`src/sv/kdpc_pkg.sv`:
```
// ----------------------------------------------------------------------------
// kdpc_pkg
// Types and constants shared by the key debounce and press classifier.
// ----------------------------------------------------------------------------
package kdpc_pkg;

	localparam int KIDX_W     = 3;
	localparam int SEQ_W      = 32;
	localparam int INTEG_W    = 8;
	localparam int HTICK_W    = 16;
	localparam int HPER_W     = 2;
	localparam int MASK_W     = 6;
	localparam int IN_TDATA_W = 8;
	localparam int OUT_TDATA_W = 40;
	localparam int CFG_IDX_W  = 2;
	localparam int CFG_DATA_W = 16;

	localparam logic [HPER_W-1:0] LONG_PERIODS = 2'd2;

	localparam logic [CFG_IDX_W-1:0] CFG_DEBOUNCE = 2'd0;
	localparam logic [CFG_IDX_W-1:0] CFG_PRESS    = 2'd1;
	localparam logic [CFG_IDX_W-1:0] CFG_INVERT   = 2'd2;

	localparam logic [INTEG_W-1:0] DEBOUNCE_RESET = 8'd4;
	localparam logic [HTICK_W-1:0] PRESS_RESET    = 16'd150;
	localparam logic [SEQ_W-1:0]   SEQ_RESET      = 32'd1;

	typedef enum logic [2:0] {
		EV_PRESS   = 3'd0,
		EV_RELEASE = 3'd1,
		EV_SHORT   = 3'd2,
		EV_LONG    = 3'd3,
		EV_REPEAT  = 3'd4
	} ev_kind_t;

	typedef enum logic [2:0] {
		ST_IDLE,
		ST_READ,
		ST_CALC,
		ST_EMIT,
		ST_FLUSH
	} st_t;

	// per-key entry of the state memory
	typedef struct packed {
		logic               stable;
		logic [INTEG_W-1:0] integ;
		logic [HTICK_W-1:0] htick;
		logic [HPER_W-1:0]  hper;
		logic [SEQ_W-1:0]   kseq;
	} key_state_t;

	// key index in the lowest bits, as on the output bus
	typedef struct packed {
		logic [SEQ_W-1:0]  seq;
		ev_kind_t          kind;
		logic [KIDX_W-1:0] key;
	} ev_t;

	typedef struct packed {
		logic [1:0] ev_cnt;
		ev_kind_t   kind0;
		ev_kind_t   kind1;
		logic       seq_inc;
	} upd_ev_t;

	typedef struct packed {
		logic valid;
		ev_t  ev;
	} ev_push_t;

	typedef struct packed {
		logic push_ok;
		logic flush_done;
	} eq_status_t;

endpackage

```
`src/sv/key_debounce_press_classifier_top.sv`:
```
// Flow: each input beat is a tick; for every key in turn the sequencer reads
// the single state memory, writes back the update, emits that key's events
// and moves on, then flushes the last held event; result-side stalls hold it.
// A new tick is taken only once the previous one has been flushed.
// Reset: asynchronous; all keys released, sequence number back to one.
// ----------------------------------------------------------------------------
// key_debounce_press_classifier_top
// Debounces up to six keys and classifies presses as short, long or
// repeat, visiting the per-key state memory one key after another.
// ----------------------------------------------------------------------------
module key_debounce_press_classifier_top #(
	parameter int KEYS = 6
) (
	input  logic                                  clk,
	input  logic                                  arst_n,
	// s_tdata: key_levels [5:0], zero [7:6]
	input  logic                                  s_tvalid,
	output logic                                  s_tready,
	input  logic [kdpc_pkg::IN_TDATA_W-1:0]       s_tdata,
	// m_tdata: key_index [2:0], event_kind [5:3], sequence_number [37:6], zero [39:38]
	output logic                                  m_tvalid,
	input  logic                                  m_tready,
	output logic [kdpc_pkg::OUT_TDATA_W-1:0]      m_tdata,
	output logic                                  m_tlast,
	input  logic                                  cfg_valid,
	output logic                                  cfg_ready,
	input  logic [kdpc_pkg::CFG_IDX_W-1:0]        cfg_index,
	input  logic [kdpc_pkg::CFG_DATA_W-1:0]       cfg_data
);

	localparam int AW = (KEYS > 1) ? $clog2(KEYS) : 1;
	localparam int KW = kdpc_pkg::KIDX_W;

	kdpc_pkg::st_t                 st_q, st_d;
	logic [AW-1:0]                 key_q;
	logic [KEYS-1:0]               levels_q;
	logic [kdpc_pkg::SEQ_W-1:0]    next_seq_q;
	logic [kdpc_pkg::INTEG_W-1:0]  debounce_q;
	logic [kdpc_pkg::HTICK_W-1:0]  press_q;
	logic [kdpc_pkg::MASK_W-1:0]   invert_q;
	kdpc_pkg::upd_ev_t             evs_q;
	logic [kdpc_pkg::SEQ_W-1:0]    ev_seq_q;
	logic [1:0]                    ev_idx_q;

	kdpc_pkg::key_state_t          rd_state;
	kdpc_pkg::key_state_t          upd_state;
	kdpc_pkg::upd_ev_t             upd_evs;
	kdpc_pkg::ev_push_t            push;
	kdpc_pkg::eq_status_t          eq_status;
	logic                          in_acc;
	logic                          rd_en;
	logic                          wr_en;
	logic                          flush;
	logic                          emit_done;
	logic                          last_key;
	logic                          lvl;

	assign in_acc    = s_tvalid && s_tready;
	assign last_key  = (key_q == AW'(KEYS - 1));
	assign emit_done = (ev_idx_q == evs_q.ev_cnt);
	assign lvl       = levels_q[key_q];
	assign cfg_ready = 1'b1;

	// next state
	always_comb begin
		st_d = st_q;
		unique case (st_q)
			kdpc_pkg::ST_IDLE: begin
				if (in_acc) st_d = kdpc_pkg::ST_READ;
			end
			kdpc_pkg::ST_READ: st_d = kdpc_pkg::ST_CALC;
			kdpc_pkg::ST_CALC: st_d = kdpc_pkg::ST_EMIT;
			kdpc_pkg::ST_EMIT: begin
				if (emit_done) st_d = last_key ? kdpc_pkg::ST_FLUSH : kdpc_pkg::ST_READ;
			end
			kdpc_pkg::ST_FLUSH: begin
				if (eq_status.flush_done) st_d = kdpc_pkg::ST_IDLE;
			end
			default: st_d = kdpc_pkg::ST_IDLE;
		endcase
	end

	// outputs of the sequencer
	always_comb begin
		s_tready   = (st_q == kdpc_pkg::ST_IDLE);
		rd_en      = (st_q == kdpc_pkg::ST_READ);
		wr_en      = (st_q == kdpc_pkg::ST_CALC);
		flush      = (st_q == kdpc_pkg::ST_FLUSH);
		push.valid = (st_q == kdpc_pkg::ST_EMIT) && !emit_done;
		push.ev.key  = KW'(key_q);
		push.ev.kind = ev_idx_q[0] ? evs_q.kind1 : evs_q.kind0;
		push.ev.seq  = ev_seq_q;
	end

	always_ff @(posedge clk or negedge arst_n) begin
		if (!arst_n) begin
			st_q       <= kdpc_pkg::ST_IDLE;
			key_q      <= '0;
			next_seq_q <= kdpc_pkg::SEQ_RESET;
			debounce_q <= kdpc_pkg::DEBOUNCE_RESET;
			press_q    <= kdpc_pkg::PRESS_RESET;
			invert_q   <= '0;
			evs_q      <= '0;
			ev_idx_q   <= '0;
		end else begin
			st_q <= st_d;
			if (cfg_valid && cfg_ready) begin
				unique case (cfg_index)
					kdpc_pkg::CFG_DEBOUNCE: debounce_q <= cfg_data[kdpc_pkg::INTEG_W-1:0];
					kdpc_pkg::CFG_PRESS:    press_q    <= cfg_data;
					kdpc_pkg::CFG_INVERT:   invert_q   <= cfg_data[kdpc_pkg::MASK_W-1:0];
					default: ;
				endcase
			end
			if (in_acc) begin
				key_q <= '0;
			end
			if (st_q == kdpc_pkg::ST_CALC) begin
				evs_q    <= upd_evs;
				ev_idx_q <= '0;
				if (upd_evs.seq_inc) next_seq_q <= next_seq_q + 32'd1;
			end
			if (push.valid && eq_status.push_ok) begin
				ev_idx_q <= ev_idx_q + 2'd1;
			end
			// advance to the next key once its events are out
			if (st_q == kdpc_pkg::ST_EMIT && emit_done && !last_key) begin
				key_q <= key_q + AW'(1);
			end
		end
	end

	always_ff @(posedge clk) begin
		if (in_acc) begin
			levels_q <= s_tdata[KEYS-1:0] ^ invert_q[KEYS-1:0];
		end
		if (st_q == kdpc_pkg::ST_CALC) begin
			ev_seq_q <= upd_state.kseq;
		end
	end

	kdpc_state_ram #(
		.KEYS (KEYS),
		.AW   (AW)
	) u_ram (
		.clk     (clk),
		.arst_n  (arst_n),
		.rd_en   (rd_en),
		.rd_addr (key_q),
		.rd_data (rd_state),
		.wr_en   (wr_en),
		.wr_addr (key_q),
		.wr_data (upd_state)
	);

	kdpc_key_update u_upd (
		.cur            (rd_state),
		.lvl            (lvl),
		.debounce_ticks (debounce_q),
		.press_ticks    (press_q),
		.next_seq       (next_seq_q),
		.nxt            (upd_state),
		.evs            (upd_evs)
	);

	kdpc_event_queue u_evq (
		.clk      (clk),
		.arst_n   (arst_n),
		.push     (push),
		.flush    (flush),
		.status   (eq_status),
		.m_tvalid (m_tvalid),
		.m_tready (m_tready),
		.m_tdata  (m_tdata),
		.m_tlast  (m_tlast)
	);

endmodule

```
`src/sv/kdpc_state_ram.sv`:
```
// ----------------------------------------------------------------------------
// kdpc_state_ram
// Per-key state memory, one write and one registered read port, with
// per-entry valid bits so that unwritten entries read as released.
// ----------------------------------------------------------------------------
module kdpc_state_ram #(
	parameter int KEYS = 6,
	parameter int AW   = 3
) (
	input  logic                  clk,
	input  logic                  arst_n,
	input  logic                  rd_en,
	input  logic [AW-1:0]         rd_addr,
	output kdpc_pkg::key_state_t  rd_data,
	input  logic                  wr_en,
	input  logic [AW-1:0]         wr_addr,
	input  kdpc_pkg::key_state_t  wr_data
);

	kdpc_pkg::key_state_t mem [KEYS];
	kdpc_pkg::key_state_t rd_data_q;
	logic [KEYS-1:0]      vld_q;

	always_ff @(posedge clk or negedge arst_n) begin
		if (!arst_n) begin
			vld_q <= '0;
		end else if (wr_en) begin
			vld_q[wr_addr] <= 1'b1;
		end
	end

	always_ff @(posedge clk) begin
		if (wr_en) begin
			mem[wr_addr] <= wr_data;
		end
		if (rd_en) begin
			rd_data_q <= vld_q[rd_addr] ? mem[rd_addr] : '0;
		end
	end

	assign rd_data = rd_data_q;

endmodule

```
`src/sv/kdpc_key_update.sv`:
```
// ----------------------------------------------------------------------------
// kdpc_key_update
// Next-state and event logic for one key on one tick: integrator step,
// debounced edge, hold timer and period classification.
// ----------------------------------------------------------------------------
module kdpc_key_update (
	input  kdpc_pkg::key_state_t                 cur,
	input  logic                                 lvl,
	input  logic [kdpc_pkg::INTEG_W-1:0]         debounce_ticks,
	input  logic [kdpc_pkg::HTICK_W-1:0]         press_ticks,
	input  logic [kdpc_pkg::SEQ_W-1:0]           next_seq,
	output kdpc_pkg::key_state_t                 nxt,
	output kdpc_pkg::upd_ev_t                    evs
);

	logic [kdpc_pkg::INTEG_W-1:0] integ1;
	logic                         at_end;
	logic                         change;
	logic [kdpc_pkg::HTICK_W-1:0] tick1;

	always_comb begin
		nxt   = cur;
		evs   = '{ev_cnt: 2'd0, kind0: kdpc_pkg::EV_PRESS, kind1: kdpc_pkg::EV_PRESS,
			seq_inc: 1'b0};
		tick1 = '0;

		if (lvl) begin
			integ1 = (cur.integ < debounce_ticks) ? cur.integ + 8'd1 : cur.integ;
		end else begin
			integ1 = (cur.integ != '0) ? cur.integ - 8'd1 : cur.integ;
		end
		nxt.integ = integ1;

		// at or above the top counts as the upper end
		at_end = (integ1 == '0) || (integ1 >= debounce_ticks);
		change = at_end && (cur.stable != lvl);

		if (change && lvl) begin
			nxt.stable  = 1'b1;
			nxt.kseq    = next_seq;
			nxt.htick   = '0;
			nxt.hper    = '0;
			evs.seq_inc = 1'b1;
			evs.ev_cnt  = 2'd1;
			evs.kind0   = kdpc_pkg::EV_PRESS;
		end else if (change) begin
			nxt.stable = 1'b0;
			nxt.htick  = '0;
			nxt.hper   = '0;
			if (cur.hper < kdpc_pkg::LONG_PERIODS) begin
				evs.ev_cnt = 2'd2;
				evs.kind0  = kdpc_pkg::EV_SHORT;
				evs.kind1  = kdpc_pkg::EV_RELEASE;
			end else begin
				evs.ev_cnt = 2'd1;
				evs.kind0  = kdpc_pkg::EV_RELEASE;
			end
		end else if (cur.stable) begin
			// held through this tick: advance the timer
			tick1     = cur.htick + 16'd1;
			nxt.htick = tick1;
			if (tick1 >= press_ticks) begin
				nxt.htick = '0;
				if (cur.hper < kdpc_pkg::LONG_PERIODS) begin
					nxt.hper = cur.hper + 2'd1;
					if (cur.hper + 2'd1 == kdpc_pkg::LONG_PERIODS) begin
						evs.ev_cnt = 2'd1;
						evs.kind0  = kdpc_pkg::EV_LONG;
					end
				end else begin
					evs.ev_cnt = 2'd1;
					evs.kind0  = kdpc_pkg::EV_REPEAT;
				end
			end
		end
	end

endmodule

```
`src/sv/kdpc_event_queue.sv`:
```
// ----------------------------------------------------------------------------
// kdpc_event_queue
// Holds back the newest event until the next one arrives or the tick ends,
// so that the final event of a tick can be marked, and drives the output
// register of the result stream.
// ----------------------------------------------------------------------------
module kdpc_event_queue (
	input  logic                                  clk,
	input  logic                                  arst_n,
	input  kdpc_pkg::ev_push_t                    push,
	input  logic                                  flush,
	output kdpc_pkg::eq_status_t                  status,
	output logic                                  m_tvalid,
	input  logic                                  m_tready,
	output logic [kdpc_pkg::OUT_TDATA_W-1:0]      m_tdata,
	output logic                                  m_tlast
);

	logic          pend_v_q;
	kdpc_pkg::ev_t pend_q;
	logic          out_v_q;
	kdpc_pkg::ev_t out_q;
	logic          out_last_q;
	logic          out_free;
	logic          push_ok;
	logic          move;
	logic          take_push;

	assign out_free  = !out_v_q || m_tready;
	assign push_ok   = !pend_v_q || out_free;
	assign take_push = push.valid && push_ok;
	assign move      = out_free && pend_v_q && (push.valid || flush);

	always_ff @(posedge clk or negedge arst_n) begin
		if (!arst_n) begin
			pend_v_q <= 1'b0;
			out_v_q  <= 1'b0;
		end else begin
			if (take_push) begin
				pend_v_q <= 1'b1;
			end else if (move) begin
				pend_v_q <= 1'b0;
			end
			if (move) begin
				out_v_q <= 1'b1;
			end else if (m_tready) begin
				out_v_q <= 1'b0;
			end
		end
	end

	always_ff @(posedge clk) begin
		if (move) begin
			out_q      <= pend_q;
			out_last_q <= flush;
		end
		if (take_push) begin
			pend_q <= push.ev;
		end
	end

	assign status.push_ok    = push_ok;
	assign status.flush_done = !pend_v_q || out_free;

	assign m_tvalid = out_v_q;
	assign m_tdata  = {2'b00, out_q};
	assign m_tlast  = out_last_q;

endmodule

```
`config.mk`:
```
export PLATFORM = sky130hd
export DESIGN_NAME = key_debounce_press_classifier_top
export DESIGN_NICKNAME = d
export VERILOG_FILES = /design/src/sv/kdpc_pkg.sv /design/src/sv/key_debounce_press_classifier_top.sv /design/src/sv/kdpc_state_ram.sv /design/src/sv/kdpc_key_update.sv /design/src/sv/kdpc_event_queue.sv
export SDC_FILE = /design/constraint.sdc
export NUM_CORES = 1
export LEC_CHECK = 0
export BUFFER_PORTS_ARGS = -buffer_cell sky130_fd_sc_hd__clkbuf_2
export CORE_UTILIZATION = 43
export DETAILED_ROUTE_END_ITERATION = 10
export GPL_ROUTABILITY_DRIVEN = 0
export GPL_TIMING_DRIVEN = 0
export PLACE_DENSITY = 0.67
export SYNTH_ARGS = -nofsm -noshare
export SYNTH_HDL_FRONTEND = slang
export SYNTH_SLANG_ARGS = --single-unit
export TNS_END_PERCENT = 100
```
`constraint.sdc`:
```
create_clock -name clk -period 21.7 [get_ports clk]
set_input_delay 2.17 -clock clk [delete_from_list [all_inputs] [get_ports clk]]
set_output_delay 2.17 -clock clk [all_outputs]
set_load 0.01 [all_outputs]
```
* Yosys cells after proc, flatten, opt, wreduce, memory -nomap -nowiden
Memory sizes are Yosys's and may differ from the RTL's. A register that Yosys moved wholly into a read port is not among the register bits.
Index checks and enable logic that the tools add are counted.
** Operators by class
- $add $sub $neg :: 7
- Order comparisons :: 6
- Equal/unequal tests :: 13
- Muxes and demuxes :: 44
- Bitwise logic cells :: 2
- Reduce and logical (&&, ||, !) cells :: 32
** Operator list (number)
- two-way mux 18 bit :: 4
- adder 32 x 1 -> 32 bit, second input constant :: 1
- two-way mux 32 bit :: 1
- two-way mux 5 bit :: 6
- two-way mux 3 bit :: 8
- two-way mux 8 bit :: 3
- adder 16 x 1 -> 16 bit, second input constant :: 1
- greater-or-equal comparator 16 bit :: 1
- case mux 3 bit (5 select lines) :: 1
- two-way mux 1 bit :: 14
- logical AND 1 bit :: 10
- adder 8 x 1 -> 8 bit, second input constant :: 1
- greater-or-equal comparator 8 bit :: 1
- logical NOT 8 bit :: 1
- less-than comparator 8 bit :: 1
- AND reduction 2 bit :: 4
- nonzero test 2 bit :: 4
- nonzero test 8 bit :: 1
- subtractor 8 x 1 -> 8 bit, second input constant :: 1
- binary-select mux 1 bit (select 3 bit) :: 2
- == test 3 x 2 -> 1 bit, second input constant :: 2
- == test 3 bit, second input constant :: 2
- two-way mux 2 bit :: 3
- OR 6 bit :: 1
- 20 further kinds :: 30
** Word-level totals
- Register bits :: 201
- Memory bits (writable) :: 354
- Bits of input ports :: 31
- Memories :: 1
** Memories
- u_ram.mem :: depth 6, width 59, read ports 1, clocked after Yosys merged registers in 1, write ports 1, RTL line kdpc_state_ram.sv:20 : kdpc_pkg::key_state_t mem [KEYS];

* Logic depth before layout (Yosys ltp)
Gate-level depths: netlist (run 1).
- Depth in word-level cells :: 9
- Gate-level depth with buffers :: 21
- Mapped depth without buffers :: 19

* Modules after synthesis
A second synthesis (run 1) with hierarchy kept.
** Second synthesis, totals
- Cells, all modules :: 1539
- Area, all modules :: 25507.0 µm²
** By module, submodules not included
- kdpc_state_ram :: instances 1, cells an instance 788, area each 15790.1 µm², sequential area each 12552.0 µm²
- key_debounce_press_classifier_top :: instances 1, cells an instance 317, area each 4630.7 µm², sequential area each 3100.5 µm²
- kdpc_key_update :: instances 1, cells an instance 340, area each 2612.5 µm², sequential area each 0.0 µm²
- kdpc_event_queue :: instances 1, cells an instance 94, area each 2473.6 µm², sequential area each 2362.3 µm²

* Least setup slack after synthesis (run 1)
Ideal clock, no wire load.
- Path kind :: reg2reg
- From :: reg key_q[0]
- To :: reg u_ram.vld_q[0]
- Library setup time :: 0.100 ns
- Data arrival time :: 7.519 ns
- Path slack :: 14.081 ns
- Stages on the path, launching flop included :: 7
- Path buffers :: 4
- Cell sequence :: dfrtp_1 -> buf_4 -> clkbuf_1 -> buf_1 -> clkbuf_1 -> nor4_1 -> or2_2
** Between the ends
- Word-level cells in the longest chain between the ends :: 5
** Ends and longest elaborated chain
- from (decl) :: RTL line key_debounce_press_classifier_top.sv:35 : logic [AW-1:0] key_q;
- from (signal assigned) :: RTL line key_debounce_press_classifier_top.sv:128 : key_q <= key_q + AW'(1);
- less-than comparator 3 x 4 -> 1 bit (not written as such) / greater-or-equal comparator 3 x 1 -> 1 bit (equally long branches) :: RTL line kdpc_state_ram.sv:28 : vld_q[wr_addr] <= 1'b1;
- logical AND 1 bit (not written as such) :: RTL line kdpc_state_ram.sv:28
- two-way mux 1 bit (not written as such) :: RTL line kdpc_state_ram.sv:28
- demux 1 bit (select 3 bit) *
- OR 6 bit (no line) *
- to (signal assigned) :: RTL line kdpc_state_ram.sv:26 : vld_q <= '0;
- to (signal, indexed assignment) :: RTL line kdpc_state_ram.sv:28
- to (decl) :: RTL line kdpc_state_ram.sv:22 : logic [KEYS-1:0] vld_q;
Mark *: on every way between the ends. The rest lies on a longest branch, timed or not.
A chain may end at the register's enable or synchronous reset.

==> flow_summary.yaml, run 1 <==
worst_hold_path:
  whs_path_depth: 0
  hp-class: "flop to flop"
  holdPathEnd: "u_evq.pend_q[19]$_DFFE_PP_"
  worst_hold_startpoint: "ev_seq_q[13]$_DFFE_PP_"
timing:
  fmax_ghz: 0.161
  worst_pin_slew_ps: 1170
  setup_ws_ps: 15480
  fin_crit_ps: 6220
  tns_ps: 0
  hold_viol: 0
  slew_violations: 0
  fin_crit_sh_pct: 28.6
  setup_viol: 0
  clock_skew_ps: 23.2
  max_slew_margin_pct: 21.3
  rsz0062_at_grt: "false"
clocking:
  clk_pin_slew_worst_paths_ps: 60
  cts_htree_levels: 2
  cts-root-buf: "clkbuf_16"
  postCtsSetupBuffers: 0
  cts_buffers: 59
  cts_resized: 0
  clkLatencyLatePin_ps: 620
  clockBufferDepth: 3
  clock-sinks: 611
  cts_tree: "built"
  hold_buffers: 0
detailed_routing:
  via_per_inst: 5.47
  drt_iter0_drc: 977
  wirelength_um: 53400
  postRouteAntennaNets: 0
  wl_per_cell_um: 20.8
  dr.pass1.iters: 5
  vias: 14033
  drc_errors: 0
power_and_ir_drop:
  clock_power_share_pct: 23.7
  vdd_drop_max_mv: 0.0752
  netSwitchingFraction_pct: 33.3
  p_leak_uw: 0.0102
  p_seq_share_pct: 43.9
  power_frac_comb_pct: 32.3
  internal_power_uw: 2920
  p_per_area_mw_per_mm2: 153
  netSwitchingPower_uw: 1460
logic_synthesis:
  synth_compound_area_share_pct: 7.38
  synth_ff_type: "edfxtp_1"
  synth_edf_count: 528
  synth-simple-area-share_pct: 6.31
  synth-seq-area-share_pct: 72.3
  async_reset_ff_share_pct: 13.6
  postSynthCellCount: 1604
  synth_seq_cells: 611
  synthAdderAreaFrac_pct: 1.97
  yosys.area_share.xor_xnor_pct: 2.01
  syn-cell-area_mm2: 0.0248
  synth_top_family_by_area: "multiplexers"
  synthDistinctLibCells: 64
  synth_warnings: 0
  synth_area_per_cell_um2: 15.5
  synthMuxAreaShare_pct: 8.02
critical_path:
  worstPathMaxFanout: 10
  r2r-end: "u_ram.mem[1][32]$_DFFE_PP_"
  cp_data_required_time_ps: 22020
  cp-start-kind: "flop"
  timing.rr.start: "key_q[2]$_DFFE_PN0P_"
  crit_path_cell_trace: "clkbuf_1, nor2b_1, a222oi_1, buf_4, and2_1, nor2_1, o31ai_1, ha_1, a21o_1, a21o_1, a211oi_1, o21bai_1, a21o_1, a21oi_1, and2_1, buf_6, buf_6, o21ai_0, o32ai_1"
  critical_path_buf_inv_count: 4
  cp_common_cell: "a21o_1"
  cp_slowest_stage_delay_ps: 800
  endpoint_kind: "flop"
  worst-setup-path-type: "flop to flop"
  cp_slowest_cell: "a222oi_1"
  reg2reg_slack_ps: 15480
  crit_family: "compound AO/OA/AOI/OAI gates"
  rr_worst_depth: 19
  critPathArrivalTime_ps: 6540
die:
  start_util_pct: 43.8
  chipWidth_um: 242
  rows: 87
  die_area_mm2: 0.0587
  core_mm2: 0.0567
  die_h_um: 242
  io_pins: 75
placement:
  place_ws_ps: 15570
  port-buffer-count: 69
  hpwl_um: 35000
grt:
  grt_pass1_wl_um: 83200
  antenna_found_initial: 0
  grt_pass1_vias: 14356
  gr-total-overflow: 0
  grt.total_usage_pct: 18.3
  grt_max_degree: 54
finish:
  multi_input_area_mm2: 0.00644
  num-nets-final: 1835
  drive_gt1_share_pct: 19.6
  final-seq-area_mm2: 0.0179
  area_delta_synth_final_pct: 15.0
  fill_cells: 4690
run_status:
  status: "completed"
job:
  cap_violations: 0
[layout make-up]
type                    instances  share of cell area, %
flip-flops and latches        611                   62.9
multi-input cells             873                   22.6
clock buffers                  76                   5.55
well taps                     756                   3.31
repair buffers                 99                   2.70
clock inverters                30                   1.26
plain buffers                  84                   1.26
inverters                      37                  0.487
diodes                          1                0.00877
[registers in the layout, indices dropped and copies added, names as in the netlist]
| register | cells |
|---|---|
| u_evq.m_tvalid | 1 |
| u_ram.rd_data | 59 |
| press_q | 16 |
| u_evq.m_tdata | 38 |
| ev_idx_q | 2 |
| u_ram.mem | 354 |
| u_evq.pend_q | 38 |
| u_evq.m_tlast | 1 |
| debounce_q | 8 |
| levels_q | 6 |
| next_seq_q | 32 |
| u_evq.pend_v_q | 1 |
| ev_seq_q | 32 |
| st_q | 3 |
| key_q | 3 |
| evs_q | 5 |
| u_ram.vld_q | 6 |
| invert_q | 6 |
[per-layer routing]
metal  wire (µm)  global-route usage (%)  part of all wire, %
met1       23300                    24.2                   44
met3        2290                    2.56                  4.3
met2       26300                    31.0                   49
met4        1540                    6.03                  2.9
met5           0                       0                    0
[cell families (layout without fill, tap and decap cells)]
kind of cell	Yosys count	in the layout
flops	611	611
fa+ha+maj	39	39
buf+inv	121	326
other cells	2	4
xor+xnor	56	56
mux	182	182
simple gates	304	304
compound gates	289	289
[synthesized netlist by cell type, types with 10 or more instances]
| cell | n | area, µm² |
|---|---|---|
| mux2i_1 | 59 | 591 |
| a221oi_1 | 59 | 517 |
| nand2_1 | 48 | 180 |
| inv_1 | 36 | 135 |
| nor2_1 | 98 | 368 |
| xor2_1 | 33 | 289 |
| edfxtp_1 | 528 | 15900 |
| ha_1 | 39 | 488 |
| nand2b_1 | 10 | 62.6 |
| nand3_1 | 34 | 170 |
| nand4_1 | 16 | 100 |
| dfrtp_1 | 77 | 1930 |
| o21ai_0 | 24 | 120 |
| a21o_1 | 13 | 97.6 |
| clkbuf_1 | 57 | 214 |
| and3_1 | 16 | 100 |
| mux2_2 | 120 | 1350 |
| a21oi_1 | 149 | 746 |
| nor3_1 | 16 | 80.1 |
| buf_1 | 13 | 48.8 |
| xnor2_1 | 22 | 193 |
| nor2b_1 | 16 | 100 |
[layout by cell type (no fill, tap or decap), types with 6 or more instances in the layout]
| cell type | instances |
|---|---|
| nand3_1 | 34 |
| dfrtp_1 | 77 |
| bufinv_16 | 8 |
| clkbuf_1 | 72 |
| nor3_1 | 16 |
| o21a_1 | 6 |
| a21o_1 | 13 |
| nor2b_1 | 16 |
| clkbuf_16 | 61 |
| nor4_2 | 10 |
| a21oi_1 | 149 |
| edfxtp_1 | 528 |
| clkinv_2 | 9 |
| buf_6 | 14 |
| xnor2_1 | 22 |
| mux2_2 | 120 |
| buf_4 | 13 |
| nand3b_1 | 6 |
| ha_1 | 39 |
| mux2i_1 | 59 |
| nand4_1 | 16 |
| o21ai_0 | 24 |
| clkbuf_2 | 68 |
| clkinv_1 | 10 |
| buf_1 | 12 |
| and2_1 | 6 |
| or2_2 | 9 |
| dfstp_2 | 6 |
| a221oi_1 | 59 |
| nand2b_1 | 10 |
| and3_1 | 13 |
| inv_1 | 36 |
| nand2_1 | 48 |
| buf_2 | 8 |
| xor2_1 | 33 |
| nor2_1 | 97 |
[per-stage QoR]
stage	power (µW)	utilization [%]	hold slack (ps)	instance area, µm²	instances
floorplan	2890	-	400	24800	1605
global placement	3330	46.0	401	26100	2430
detailed placement	3360	46.9	405	26600	2460
CTS	4400	50.3	417	28500	2566
global route	4600	50.3	421	28500	2566
finish	4370	50.3	413	28500	2567
[worst max path at each step]
| stage | startpoint | end | slack [ps] | cells after the start |
|---|---|---|---|---|
| floorplan | key_q[0]$_DFFE_PN0P_ | u_ram.vld_q[0]$_DFFE_PN0P_ | 14080 | 6 |
| global placement | key_q[0]$_DFFE_PN0P_ | u_ram.vld_q[0]$_DFFE_PN0P_ | 7640 | 6 |
| detailed placement | key_q[2]$_DFFE_PN0P_ | u_ram.mem[3][47]$_DFFE_PP_ | 15570 | 19 |
| CTS | key_q[2]$_DFFE_PN0P_ | u_ram.mem[3][47]$_DFFE_PP_ | 15550 | 19 |
| global route | key_q[2]$_DFFE_PN0P_ | u_ram.mem[0][32]$_DFFE_PP_ | 15070 | 18 |
| finish | key_q[2]$_DFFE_PN0P_ | u_ram.mem[1][32]$_DFFE_PP_ | 15480 | 19 |
[power by group through the flow]
stage | Clock (µW) | Combinational (µW) | Sequential (µW)
after floorplan | 0 | 927 | 1960
after detailed placement | 0 | 1420 | 1950
after CTS | 1060 | 1430 | 1920
after global routing | 1100 | 1550 | 1950
final | 1040 | 1410 | 1920
after global placement | 0 | 1340 | 1990
No activity file was read; power rests on OpenSTA's default activity.
==> run 2, diff against run 1 <==
PLACE_DENSITY = 0.69   (was 0.67)
clock period = 5.7 ns   (was 21.7 ns; I/O delays follow)
==> flow_summary.yaml, run 2 (synthesis gave the netlist of run 1 again) <==
run_status:
  status: "completed"
detailed_routing:
  dr.pass1.iters: 5
  wirelength_um: 53700
  drt_iter0_drc: 1174
  via_per_inst: 5.55
  wl_per_cell_um: 20.9
  postRouteAntennaNets: 0
  drc_errors: 0
  vias: 14295
finish:
  largest_register_ffs: 354
  fill_cells: 4636
  final_cells: 2574
  n_antenna_cell: 0
  design_area_mm2: 0.0288
  num-nets-final: 1839
  drive_gt1_share_pct: 20.6
  layout_common_cells: "edfxtp_1 (528), a21oi_1 (146), mux2_2 (120)"
  top_register: "u_ram.mem"
  final_util_pct: 50.8
  area_delta_synth_final_pct: 16.2
  final_common_cell: "edfxtp_1"
critical_path:
  cp_slowest_cell: "a2111oi_2"
  crit_family: "compound AO/OA/AOI/OAI gates"
  critPathArrivalTime_ps: 5730
  endpoint_kind: "flop"
  reg2reg_slack_ps: 300
  cp_data_required_time_ps: 6030
  worstPathMaxFanout: 10
  critical_path_buf_inv_count: 2
  cp_slowest_stage_delay_ps: 540
  cp-start-kind: "flop"
  crit_path_cell_trace: "ha_1, a21oi_1, nand2_1, a2111oi_2, nor2_1, o311ai_0, nand2_1, ha_1, a211oi_1, o21bai_1, a21o_1, a21oi_1, and2_1, buf_6, a21oi_2, buf_2, nor2_1"
  worst-setup-path-type: "flop to flop"
timing:
  hold_viol: 0
  tns_ps: 0
  fin_crit_sh_pct: 94.7
  hold_slack_ps: 12.4
  slew_violations: 0
  fmax_ghz: 0.185
  max_slew_margin_pct: 23.1
  fin_crit_ps: 5400
  worst_pin_slew_ps: 1140
  clock_skew_ps: 27.5
  setup_viol: 0
  rsz0062_at_grt: "true"
grt:
  grt.total_usage_pct: 18.3
  gr-total-overflow: 0
  grt_max_degree: 50
  antenna_found_initial: 0
  grt_pass1_vias: 14504
  grt_pass1_wl_um: 83100
clocking:
  clkLatencyLatePin_ps: 600
  clock-sinks: 611
  cts-root-buf: "clkbuf_16"
  cts_tree: "built"
  clk_pin_slew_worst_paths_ps: 60
  cts_htree_levels: 3
  cts_buffers: 66
  clockBufferDepth: 3
job:
  cap_violations: 0
placement:
  placed_area_mm2: 0.0266
  place_inst: 2454
  hpwl_um: 34400
  port-buffer-count: 69
die:
  start_util_pct: 43.8
  rows: 87
  core_mm2: 0.0567
  io_pins: 75
  chipWidth_um: 242
  die_h_um: 242
  die_area_mm2: 0.0587
worst_hold_path:
  hp-class: "input port to async pin"
power_and_ir_drop:
  p_leak_uw: 0.0103
  p_per_area_mw_per_mm2: 589
  vdd_drop_max_mv: 0.260
[run 2: timing repair]
item,CTS,global route
hold buffers,0,0
setup buffers,3,0
pin swaps,1,0
resized for setup,3,8
endpoints found under the setup margin,369,315
[run 2: worst paths after layout]
| check | start | to | cells past startpoint |
|---|---|---|---|
| max | u_ram.rd_data[57]$_SDFFCE_PN0P_ | u_ram.mem[0][41]$_DFFE_PP_ | 17 |
| min | arst_n | next_seq_q[10]$_DFFE_PN0P_ | 1 |
| max reg2reg | u_ram.rd_data[57]$_SDFFCE_PN0P_ | u_ram.mem[0][41]$_DFFE_PP_ | 17 |
| min reg2reg | u_evq.pend_q[15]$_DFFE_PP_ | u_evq.m_tdata[15]$_DFFE_PP_ | 0 |
| max in group asynchronous | arst_n | debounce_q[2]$_DFFE_PN1P_ | 2 |
| min in group clk | cfg_data[12] | press_q[12]$_DFFE_PN0P_ | 2 |
[run 2: per-layer routing]
metal / GRT usage [%] / share of wire, % / vias up
li1: - / - / 6478
met1: 23.7 / 42 / 7212
met2: 30.8 / 49 / 497
met3: 3.21 / 5.4 / 108
met4: 6.74 / 3.1 / 0
met5: 0 / 0 / -
[run 2: power breakdown]
| group | switching, µW | total (µW) | internal (µW) |
|---|---|---|---|
| sequential | 390 | 7320 | 6930 |
| combinational | 3550 | 5460 | 1910 |
| clock | 1720 | 4200 | 2480 |
| total | 5660 | 17000 | 11300 |
[run 2: layout make-up]
class	count	area (µm²)	area share (%)
flip-flops and latches	611	17900	62.2
multi-input cells	873	6500	22.6
repair buffers	96	816	2.83
plain buffers	84	360	1.25
clock buffers	88	1850	6.41
inverters	37	139	0.482
clock inverters	29	283	0.981
well taps	756	946	3.28
[run 2: through the flow]
| stage | worst slack, ps | power [µW] |
|---|---|---|
| final | 303 | 17000 |
| after CTS | 15.6 | 17000 |
| after global routing | -2.10 | 17800 |
| after detailed placement | -623 | 12800 |
| after global placement | -3300 | 12600 |
| after floorplan | 190 | 11000 |
[run 2: worst reg2reg max path: cells and delay by family, from the launching register on]
family          cells  cell delay (ps)
flops               1              500
compound gates      8             2230
buf+inv             2              440
simple gates        5             1210
fa+ha+maj           2              730
